$ cat config.mk
export PLATFORM = sky130hd
export DESIGN_NAME = polygon_perimeter
export DESIGN_NICKNAME = d
export VERILOG_FILES = /design/src/rtl/pp_pkg.sv /design/src/rtl/pp_sqrt.sv /design/src/rtl/polygon_perimeter.sv
export SDC_FILE = /design/constraint.sdc
export NUM_CORES = 1
export LEC_CHECK = 0
export BUFFER_PORTS_ARGS = -buffer_cell sky130_fd_sc_hd__buf_2
export CAP_MARGIN = 25
export CORE_MARGIN = 2
export CORE_UTILIZATION = 30
export CTS_CLUSTER_SIZE = 10
export DETAILED_ROUTE_END_ITERATION = 8
export SLEW_MARGIN = 10
export SYNTH_ARGS = -nofsm -noshare
export SYNTH_HDL_FRONTEND = slang
export SYNTH_SLANG_ARGS = --single-unit
$ cat constraint.sdc
create_clock -name clk_i -period 8.8 [get_ports clk_i]
set_input_delay 1.32 -clock clk_i [delete_from_list [all_inputs] [get_ports clk_i]]
set_output_delay 1.32 -clock clk_i [all_outputs]
set_load 0.01 [all_outputs]
$ cat src/rtl/pp_pkg.sv
// polygon perimeter package: item structs, widths, sequencer states
// and the request/response bundles of the shared square root unit
// no dependencies
package pp_pkg;

  localparam int unsigned COORD_W    = 16;
  localparam int unsigned DIFF_W     = COORD_W + 1;
  localparam int unsigned RAD_W      = 2 * DIFF_W;
  localparam int unsigned ROOT_W     = RAD_W / 2;
  localparam int unsigned ROOT_STEPS = ROOT_W;
  localparam int unsigned REM_W      = ROOT_W + 3;
  localparam int unsigned STEP_CNT_W = $clog2(ROOT_STEPS);
  localparam int unsigned SUM_W      = 21;

  localparam logic [SUM_W-1:0] SUM_MAX = {SUM_W{1'b1}};

  typedef struct packed {
    logic signed [COORD_W-1:0] x_coord;
    logic signed [COORD_W-1:0] y_coord;
    logic                      last_vertex;
  } in_item_t;

  typedef struct packed {
    logic [SUM_W-1:0] perimeter;
    logic             saturated;
  } out_item_t;

  typedef struct packed {
    logic             start;
    logic [RAD_W-1:0] radicand;
  } sqrt_req_t;

  typedef struct packed {
    logic              done;
    logic [ROOT_W-1:0] root;
  } sqrt_rsp_t;

  typedef enum logic [5:0] {
    ST_IDLE = 6'b000001,
    ST_SQX  = 6'b000010,
    ST_SQY  = 6'b000100,
    ST_GO   = 6'b001000,
    ST_WAIT = 6'b010000,
    ST_EMIT = 6'b100000
  } state_e;

endpackage

$ cat src/rtl/pp_sqrt.sv
// iterative floor square root, two radicand bits per cycle
// depends on pp_pkg
module pp_sqrt (
  input  logic              clk_i,
  input  logic              rst_ni,
  input  pp_pkg::sqrt_req_t req_i,
  output pp_pkg::sqrt_rsp_t rsp_o
);

  logic [pp_pkg::RAD_W-1:0]      rad_q, rad_d;
  logic [pp_pkg::REM_W-1:0]      rem_q, rem_d;
  logic [pp_pkg::ROOT_W-1:0]     root_q, root_d;
  logic [pp_pkg::STEP_CNT_W-1:0] cnt_q, cnt_d;
  logic                          busy_q, busy_d;
  logic                          done_q, done_d;

  logic [pp_pkg::REM_W-1:0] rem_sh;
  logic [pp_pkg::REM_W-1:0] trial;
  logic                     last_step;

  assign rem_sh    = {rem_q[pp_pkg::REM_W-3:0], rad_q[pp_pkg::RAD_W-1 -: 2]};
  assign trial     = {1'b0, root_q, 2'b01};
  assign last_step = (cnt_q == pp_pkg::STEP_CNT_W'(pp_pkg::ROOT_STEPS - 1));

  always_comb begin
    rad_d  = rad_q;
    rem_d  = rem_q;
    root_d = root_q;
    cnt_d  = cnt_q;
    busy_d = busy_q;
    done_d = 1'b0;
    if (req_i.start && !busy_q) begin
      rad_d  = req_i.radicand;
      rem_d  = '0;
      root_d = '0;
      cnt_d  = '0;
      busy_d = 1'b1;
    end else if (busy_q) begin
      rad_d = {rad_q[pp_pkg::RAD_W-3:0], 2'b00};
      if (rem_sh >= trial) begin
        rem_d  = rem_sh - trial;
        root_d = {root_q[pp_pkg::ROOT_W-2:0], 1'b1};
      end else begin
        rem_d  = rem_sh;
        root_d = {root_q[pp_pkg::ROOT_W-2:0], 1'b0};
      end
      cnt_d = cnt_q + 1'b1;
      if (last_step) begin
        busy_d = 1'b0;
        done_d = 1'b1;
      end
    end
  end

  always_ff @(posedge clk_i or negedge rst_ni) begin
    if (!rst_ni) begin
      cnt_q  <= '0;
      busy_q <= 1'b0;
      done_q <= 1'b0;
    end else begin
      cnt_q  <= cnt_d;
      busy_q <= busy_d;
      done_q <= done_d;
    end
  end

  always_ff @(posedge clk_i) begin
    rad_q  <= rad_d;
    rem_q  <= rem_d;
    root_q <= root_d;
  end

  assign rsp_o.done = done_q;
  assign rsp_o.root = root_q;

  a_done_ends_run: assert property (@(posedge clk_i) disable iff (!rst_ni)
    done_q |-> !busy_q && $past(busy_q))
    else $error("root done without a finished run");

  a_start_while_idle: assert property (@(posedge clk_i) disable iff (!rst_ni)
    req_i.start |-> !busy_q)
    else $error("root started while busy");

  a_run_length: assert property (@(posedge clk_i) disable iff (!rst_ni)
    (req_i.start && !busy_q) |=> busy_q && cnt_q == '0)
    else $error("root run did not begin");

endmodule

$ cat src/rtl/polygon_perimeter.sv
// Polygon perimeter: one vertex item is taken, then each edge passes through
// the absolute difference (in the accepting cycle for an edge to a new vertex,
// in the last cycle of the previous edge for the closing edge), the shared
// multiplier (dx squared, then plus dy squared), a start of the two-bit-per-step
// square root unit, its run, and the addition of the root into the saturating
// sum. An ordinary vertex keeps input stall high from when it is taken until
// its edge has been added. A closing vertex keeps it high through both of its
// edges and the emit state, which loads the result register, and longer while
// an earlier result still waits there under output stall. The first vertex of
// a polygon goes straight back to idle, or through the emit state when it is
// also the last. Input stall is low only while the sequencer is idle; a
// finished result waits in the output register while the next vertex is taken.
// depends on pp_pkg and pp_sqrt
module polygon_perimeter (
  input  logic              clk_i,
  input  logic              rst_ni,
  input  logic              in_valid_i,
  output logic              in_stall_o,
  input  pp_pkg::in_item_t  in_item_i,
  output logic              out_valid_o,
  input  logic              out_stall_i,
  output pp_pkg::out_item_t out_item_o
);

  pp_pkg::state_e state_q, state_d;

  logic signed [pp_pkg::COORD_W-1:0] first_x_q, first_x_d, first_y_q, first_y_d;
  logic signed [pp_pkg::COORD_W-1:0] prev_x_q, prev_x_d, prev_y_q, prev_y_d;
  logic [pp_pkg::SUM_W-1:0]          sum_q, sum_d;
  logic                              have_q, have_d;
  logic                              clamp_q, clamp_d;
  logic                              last_q, last_d;
  logic                              closing_q, closing_d;
  logic [pp_pkg::DIFF_W-1:0]         dx_q, dx_d, dy_q, dy_d;
  logic [pp_pkg::RAD_W-1:0]          rad_q, rad_d;
  logic                              out_valid_q, out_valid_d;
  pp_pkg::out_item_t                 out_q, out_d;

  logic                              in_acc;
  logic signed [pp_pkg::COORD_W-1:0] opa_x, opa_y, opb_x, opb_y;
  logic signed [pp_pkg::DIFF_W-1:0]  diff_x, diff_y;
  logic [pp_pkg::DIFF_W-1:0]         mul_a;
  logic [pp_pkg::RAD_W-1:0]          mul_p;
  logic [pp_pkg::SUM_W:0]            sum_ext;
  pp_pkg::sqrt_req_t                 sq_req;
  pp_pkg::sqrt_rsp_t                 sq_rsp;

  assign in_stall_o = (state_q != pp_pkg::ST_IDLE);
  assign in_acc     = in_valid_i && !in_stall_o;

  // shared absolute difference: new edge from the incoming vertex, closing edge to the first
  always_comb begin
    if (state_q == pp_pkg::ST_IDLE) begin
      opb_x = in_item_i.x_coord;
      opb_y = in_item_i.y_coord;
    end else begin
      opb_x = first_x_q;
      opb_y = first_y_q;
    end
    opa_x  = prev_x_q;
    opa_y  = prev_y_q;
    diff_x = {opa_x[pp_pkg::COORD_W-1], opa_x} - {opb_x[pp_pkg::COORD_W-1], opb_x};
    diff_y = {opa_y[pp_pkg::COORD_W-1], opa_y} - {opb_y[pp_pkg::COORD_W-1], opb_y};
  end

  // shared multiplier
  assign mul_a = (state_q == pp_pkg::ST_SQX) ? dx_q : dy_q;
  assign mul_p = mul_a * mul_a;

  assign sum_ext = {1'b0, sum_q} + {{(pp_pkg::SUM_W + 1 - pp_pkg::ROOT_W){1'b0}}, sq_rsp.root};

  assign sq_req.start    = (state_q == pp_pkg::ST_GO);
  assign sq_req.radicand = rad_q;

  pp_sqrt u_sqrt (
    .clk_i  (clk_i),
    .rst_ni (rst_ni),
    .req_i  (sq_req),
    .rsp_o  (sq_rsp)
  );

  always_comb begin
    state_d     = state_q;
    first_x_d   = first_x_q;
    first_y_d   = first_y_q;
    prev_x_d    = prev_x_q;
    prev_y_d    = prev_y_q;
    sum_d       = sum_q;
    have_d      = have_q;
    clamp_d     = clamp_q;
    last_d      = last_q;
    closing_d   = closing_q;
    dx_d        = dx_q;
    dy_d        = dy_q;
    rad_d       = rad_q;
    out_d       = out_q;
    out_valid_d = out_valid_q && out_stall_i;
    case (state_q)
      pp_pkg::ST_IDLE: begin
        if (in_acc) begin
          prev_x_d  = in_item_i.x_coord;
          prev_y_d  = in_item_i.y_coord;
          last_d    = in_item_i.last_vertex;
          closing_d = 1'b0;
          dx_d      = diff_x[pp_pkg::DIFF_W-1] ? -diff_x : diff_x;
          dy_d      = diff_y[pp_pkg::DIFF_W-1] ? -diff_y : diff_y;
          if (!have_q) begin
            first_x_d = in_item_i.x_coord;
            first_y_d = in_item_i.y_coord;
            sum_d     = '0;
            clamp_d   = 1'b0;
            have_d    = 1'b1;
            state_d   = in_item_i.last_vertex ? pp_pkg::ST_EMIT : pp_pkg::ST_IDLE;
          end else begin
            state_d = pp_pkg::ST_SQX;
          end
        end
      end
      pp_pkg::ST_SQX: begin
        rad_d   = mul_p;
        state_d = pp_pkg::ST_SQY;
      end
      pp_pkg::ST_SQY: begin
        rad_d   = rad_q + mul_p;
        state_d = pp_pkg::ST_GO;
      end
      pp_pkg::ST_GO: begin
        state_d = pp_pkg::ST_WAIT;
      end
      pp_pkg::ST_WAIT: begin
        if (sq_rsp.done) begin
          if (sum_ext > {1'b0, pp_pkg::SUM_MAX}) begin
            sum_d   = pp_pkg::SUM_MAX;
            clamp_d = 1'b1;
          end else begin
            sum_d = sum_ext[pp_pkg::SUM_W-1:0];
          end
          if (last_q && !closing_q) begin
            closing_d = 1'b1;
            dx_d      = diff_x[pp_pkg::DIFF_W-1] ? -diff_x : diff_x;
            dy_d      = diff_y[pp_pkg::DIFF_W-1] ? -diff_y : diff_y;
            state_d   = pp_pkg::ST_SQX;
          end else if (last_q) begin
            state_d = pp_pkg::ST_EMIT;
          end else begin
            state_d = pp_pkg::ST_IDLE;
          end
        end
      end
      pp_pkg::ST_EMIT: begin
        if (!out_valid_q || !out_stall_i) begin
          out_d.perimeter = sum_q;
          out_d.saturated = clamp_q;
          out_valid_d     = 1'b1;
          have_d          = 1'b0;
          sum_d           = '0;
          clamp_d         = 1'b0;
          closing_d       = 1'b0;
          state_d         = pp_pkg::ST_IDLE;
        end
      end
      default: begin
        state_d = pp_pkg::ST_IDLE;
      end
    endcase
  end

  always_ff @(posedge clk_i or negedge rst_ni) begin
    if (!rst_ni) begin
      state_q     <= pp_pkg::ST_IDLE;
      first_x_q   <= '0;
      first_y_q   <= '0;
      prev_x_q    <= '0;
      prev_y_q    <= '0;
      sum_q       <= '0;
      have_q      <= 1'b0;
      clamp_q     <= 1'b0;
      last_q      <= 1'b0;
      closing_q   <= 1'b0;
      out_valid_q <= 1'b0;
    end else begin
      state_q     <= state_d;
      first_x_q   <= first_x_d;
      first_y_q   <= first_y_d;
      prev_x_q    <= prev_x_d;
      prev_y_q    <= prev_y_d;
      sum_q       <= sum_d;
      have_q      <= have_d;
      clamp_q     <= clamp_d;
      last_q      <= last_d;
      closing_q   <= closing_d;
      out_valid_q <= out_valid_d;
    end
  end

  always_ff @(posedge clk_i) begin
    dx_q  <= dx_d;
    dy_q  <= dy_d;
    rad_q <= rad_d;
    out_q <= out_d;
  end

  assign out_valid_o = out_valid_q;
  assign out_item_o  = out_q;

  a_root_in_wait: assert property (@(posedge clk_i) disable iff (!rst_ni)
    sq_rsp.done |-> state_q == pp_pkg::ST_WAIT)
    else $error("square root finished outside its wait state");

  a_clamp_holds_max: assert property (@(posedge clk_i) disable iff (!rst_ni)
    clamp_q |-> sum_q == pp_pkg::SUM_MAX)
    else $error("clamped sum below maximum");

  a_sat_item_max: assert property (@(posedge clk_i) disable iff (!rst_ni)
    (out_valid_q && out_q.saturated) |-> out_q.perimeter == pp_pkg::SUM_MAX)
    else $error("saturated item below maximum");

  a_vertex_kept: assert property (@(posedge clk_i) disable iff (!rst_ni)
    in_acc |=> have_q)
    else $error("accepted vertex not kept");

endmodule
==> metrics.md <==
| Metric | Value |
|---|---|
| Clk_skew | `37.10 ps` |
| Period utilization | `97.34%` |
| Critical path class | `flip-flop to flip-flop` |
| Syn Nets | `2870` |
| Nets | `3161` |
| Max-slew violations | `0` |
| Post-DP HPWL | `42.22 mm` |
| Endpoints failing hold | `0` |
| Final ANT Viol Nets | `0` |
| # diodes | `0` |
| Layout fillers | `7779` |
| Slew Limit Headroom | `33.15%` |
| Endpoints failing setup | `0` |
| Layout Cells excl Fill | `between 3000 and 4000` |
| Vias | `about 18000` |
| Synthesized area per cell | `9.681 um2` |
| Antenna violations before repair | `1` |
| Port Buffer Count | `60` |
| DR WL/cell | `14.43 um` |
| Fraction of layout cells with a size suffix above 1 | `22.44%` |
| Width of the die | `283.9 um` |
| Final RePlAce weighted congestion | `0.8788` |
| Initial core utilization | `30.34%` |
| Slowest library cell on the worst path | `fa_1` |
| Setup WS post-layout | `234.4 ps` |
| Vias in the first global route | `~18000` |
| Unrepaired setup endpoints after global routing | `true` |
| Number of synthesized register bits | `262` |
| Placed cell count | `approximately 3700` |
| Crit path DAT | `8850 ps` |
| Die area | `about 0.08 mm2` |
| Synth warn | `0` |
| Worst Tran Pin Value | `1002 ps` |
| Critical-path maximum fanout | `8` |
| # DRC | `0` |
| Post-place setup slack | `-387.8 ps` |
| DRT iter0 DRCs | `932` |
| Top Ports | `between 60 and 70` |
| Synth Flop Type | `edfxtp_1` |
| Fin area | `0.02873 mm2` |
| Fmax | `116.7 MHz` |
| Multi-input logic area | `0.01575 mm2` |
| Vias/cell | `4.654` |
| Post-synthesis sequential area ratio | `29.79%` |
| WL final | `54.61 mm` |
| Cts bufs inserted | `35` |
| Die H | `about 280 um` |
| Status | `finished clean` |
| Clk sinks | `262` |
| Largest stage delay, worst path | `~540 ps` |
| Pin count of the biggest net entering global routing | `60` |
| Most used cell, CP | `fa_1` |
| Min Clock Period, post-route | `around 8600 ps` |
| Longest Clk Path Bufs | `3` |
| Rows | `102` |
| Root Buffer | `clkbuf_16` |
| Hold crit path type | `flip-flop to flip-flop` |
| Distinct cells, synth | `87` |
| Area post-placement | `0.02657 mm2` |
| Setup crit start kind | `flip-flop` |
| Worst Setup End Kind | `flip-flop` |
| Clock-pin slew on the worst setup and hold paths | `50 ps` |
| First-pass GRT wire length | `88.56 mm` |
| DRT Pass-1 Iters | `5` |
| Worst-Skew Late Latency | `570 ps` |
| CTS tree | `yes` |
| GRT Residual Overflow | `0` |
| Post-Synthesis Cells | `2428` |
| Post-synth EDFFs | `124` |
| Post-Syn Area | `0.02351 mm2` |
| Maxcap violations | `0` |
| Post-synthesis async set-or-reset flop share | `39.31%` |
| H-tree levels | `2` |
| Crit path required time | `9080 ps` |
| Tot GR Track Use | `around an eighth` |
| Core area | `0.07747 mm2` |
| FF+latch area | `0.007003 mm2` |
| P&R area growth vs syn | `22.24%` |
cell usage after synthesis (all sizes together), types with 18 or more instances:
cell type	n	area share, %
dfxtp	35	3.0
nor2	179	2.9
xor2	49	1.8
xnor2	94	3.5
a31oi	18	0.51
mux2	104	5.0
mux2i	58	2.5
dfrtp	102	11
a21o	47	1.5
nand2	280	4.5
o21ai	134	2.9
ha	210	11
o21a	26	0.83
edfxtp	124	16
a21oi	113	2.4
nand3	22	0.47
clkbuf	42	0.67
fa	195	17
inv	341	5.4
nor3	29	0.62
sequential cells by signal, summed over array words and instances, names as in the netlist, 5 cells and up:
register / count
dx_q: 17
dy_q: 17
first_x_q: 16
first_y_q: 16
opa_x: 16
opa_y: 16
out_item_o: 22
rad_q: 34
state_q: 6
sum_q: 21
u_sqrt.cnt_q: 5
u_sqrt.rad_q: 34
u_sqrt.rem_q: 18
u_sqrt.root_q: 17
critical path, delay by kind of cell (launching register included):
family | cells | cell delay (ps)
xor gates and xnor gates | 2 | 300
and+or+nand+nor | 5 | 870
muxes | 1 | 240
buffers and inverters | 10 | 1140
DFF | 1 | 390
AOI/OAI and AO/OA | 9 | 1830
adders and majority gates | 8 | 3500
per-stage QoR:
step	util, %	hold WS (ps)	TNS, ps
4_1_cts	35.79	472.9	-3.749
6_report	37.09	468.6	0
5_1_grt	37.09	497.4	-618.9
2_1_floorplan	-	425.8	0
3_5_place_dp	34.29	454.0	-1626
3_3_place_gp	34.28	462.4	-1146
kinds of logic (layout without fill, tap and decap cells):
family / count (synthesis) / after routing / synth area share [%]
flops: 262 / 262 / 29.79
xor+xnor: 143 / 143 / 5.328
fa+ha+maj: 405 / 405 / 27.79
mux: 162 / 162 / 7.452
buf+inv: 410 / 727 / 6.611
simple gates: 614 / 614 / 11.40
compound gates: 432 / 432 / 11.63
final timing paths:
path | slack (ps) | from | cells past startpoint | end
min in group asynchronous | 790 | rst_ni | 1 | opa_y[5]$_DFFE_PN0P_
max | 230 | state_q[2]$_DFFE_PN0P_ | 35 | rad_q[25]$_DFFE_PP_
max reg2reg | 230 | state_q[2]$_DFFE_PN0P_ | 35 | rad_q[25]$_DFFE_PP_
max in group asynchronous | 6780 | rst_ni | 2 | sum_q[3]$_DFFE_PN0P_
min reg2reg | 470 | u_sqrt.rem_q[16]$_SDFFE_PP0P_ | 2 | u_sqrt.rem_q[16]$_SDFFE_PP0P_
min | 470 | u_sqrt.rem_q[16]$_SDFFE_PP0P_ | 2 | u_sqrt.rem_q[16]$_SDFFE_PP0P_
repair_timing:
action / in CTS / in global routing
gates resized for setup: 23 / 163
setup buffers: 2 / 29
pin swaps: 0 / 84
hold endpoints to repair: 0 / 0
hold buffers: 0 / 0
setup endpoints to repair: 10 / 16
area by class of cell:
type / instances / area share (%)
clock buffers: 53 / 3.353
multi-input cells: 1756 / 54.82
clock inverters: 10 / 0.3310
inverters: 351 / 4.668
repair buffers: 313 / 7.921
flip-flops and latches: 262 / 24.37
well taps: 1040 / 4.529
routing by layer:
metal	global-route usage, %	vias to the layer above	routed length [um]
li1	-	8772	-
met2	22.39	224	26190
met1	17.94	8568	25770
met5	0	-	13
met3	2.050	48	1933
met4	2.751	2	701
placed cells by master, fill, tap and decap left out, types with 13 or more instances in the layout:
| cell | count |
|---|---|
| o21ai_1 | 45 |
| o21ai_0 | 85 |
| fa_1 | 187 |
| ha_1 | 191 |
| nor3_1 | 27 |
| mux2i_1 | 49 |
| nand2b_1 | 14 |
| edfxtp_1 | 124 |
| o21a_1 | 26 |
| buf_2 | 59 |
| a31oi_1 | 16 |
| nand2_1 | 264 |
| nor2b_1 | 17 |
| dfrtp_1 | 102 |
| a21oi_2 | 18 |
| o21bai_1 | 13 |
| xnor2_1 | 87 |
| clkbuf_16 | 35 |
| ha_4 | 13 |
| inv_1 | 332 |
| clkbuf_1 | 16 |
| dfxtp_1 | 35 |
| nor2_1 | 160 |
| nand3_1 | 20 |
| a21o_1 | 47 |
| xor2_1 | 48 |
| buf_4 | 241 |
| nand2_2 | 13 |
| mux2_2 | 103 |
| a21oi_1 | 93 |
Power is not shown: default switching activity piles up to over one toggle a cycle in this logic, so the estimate is an artifact.
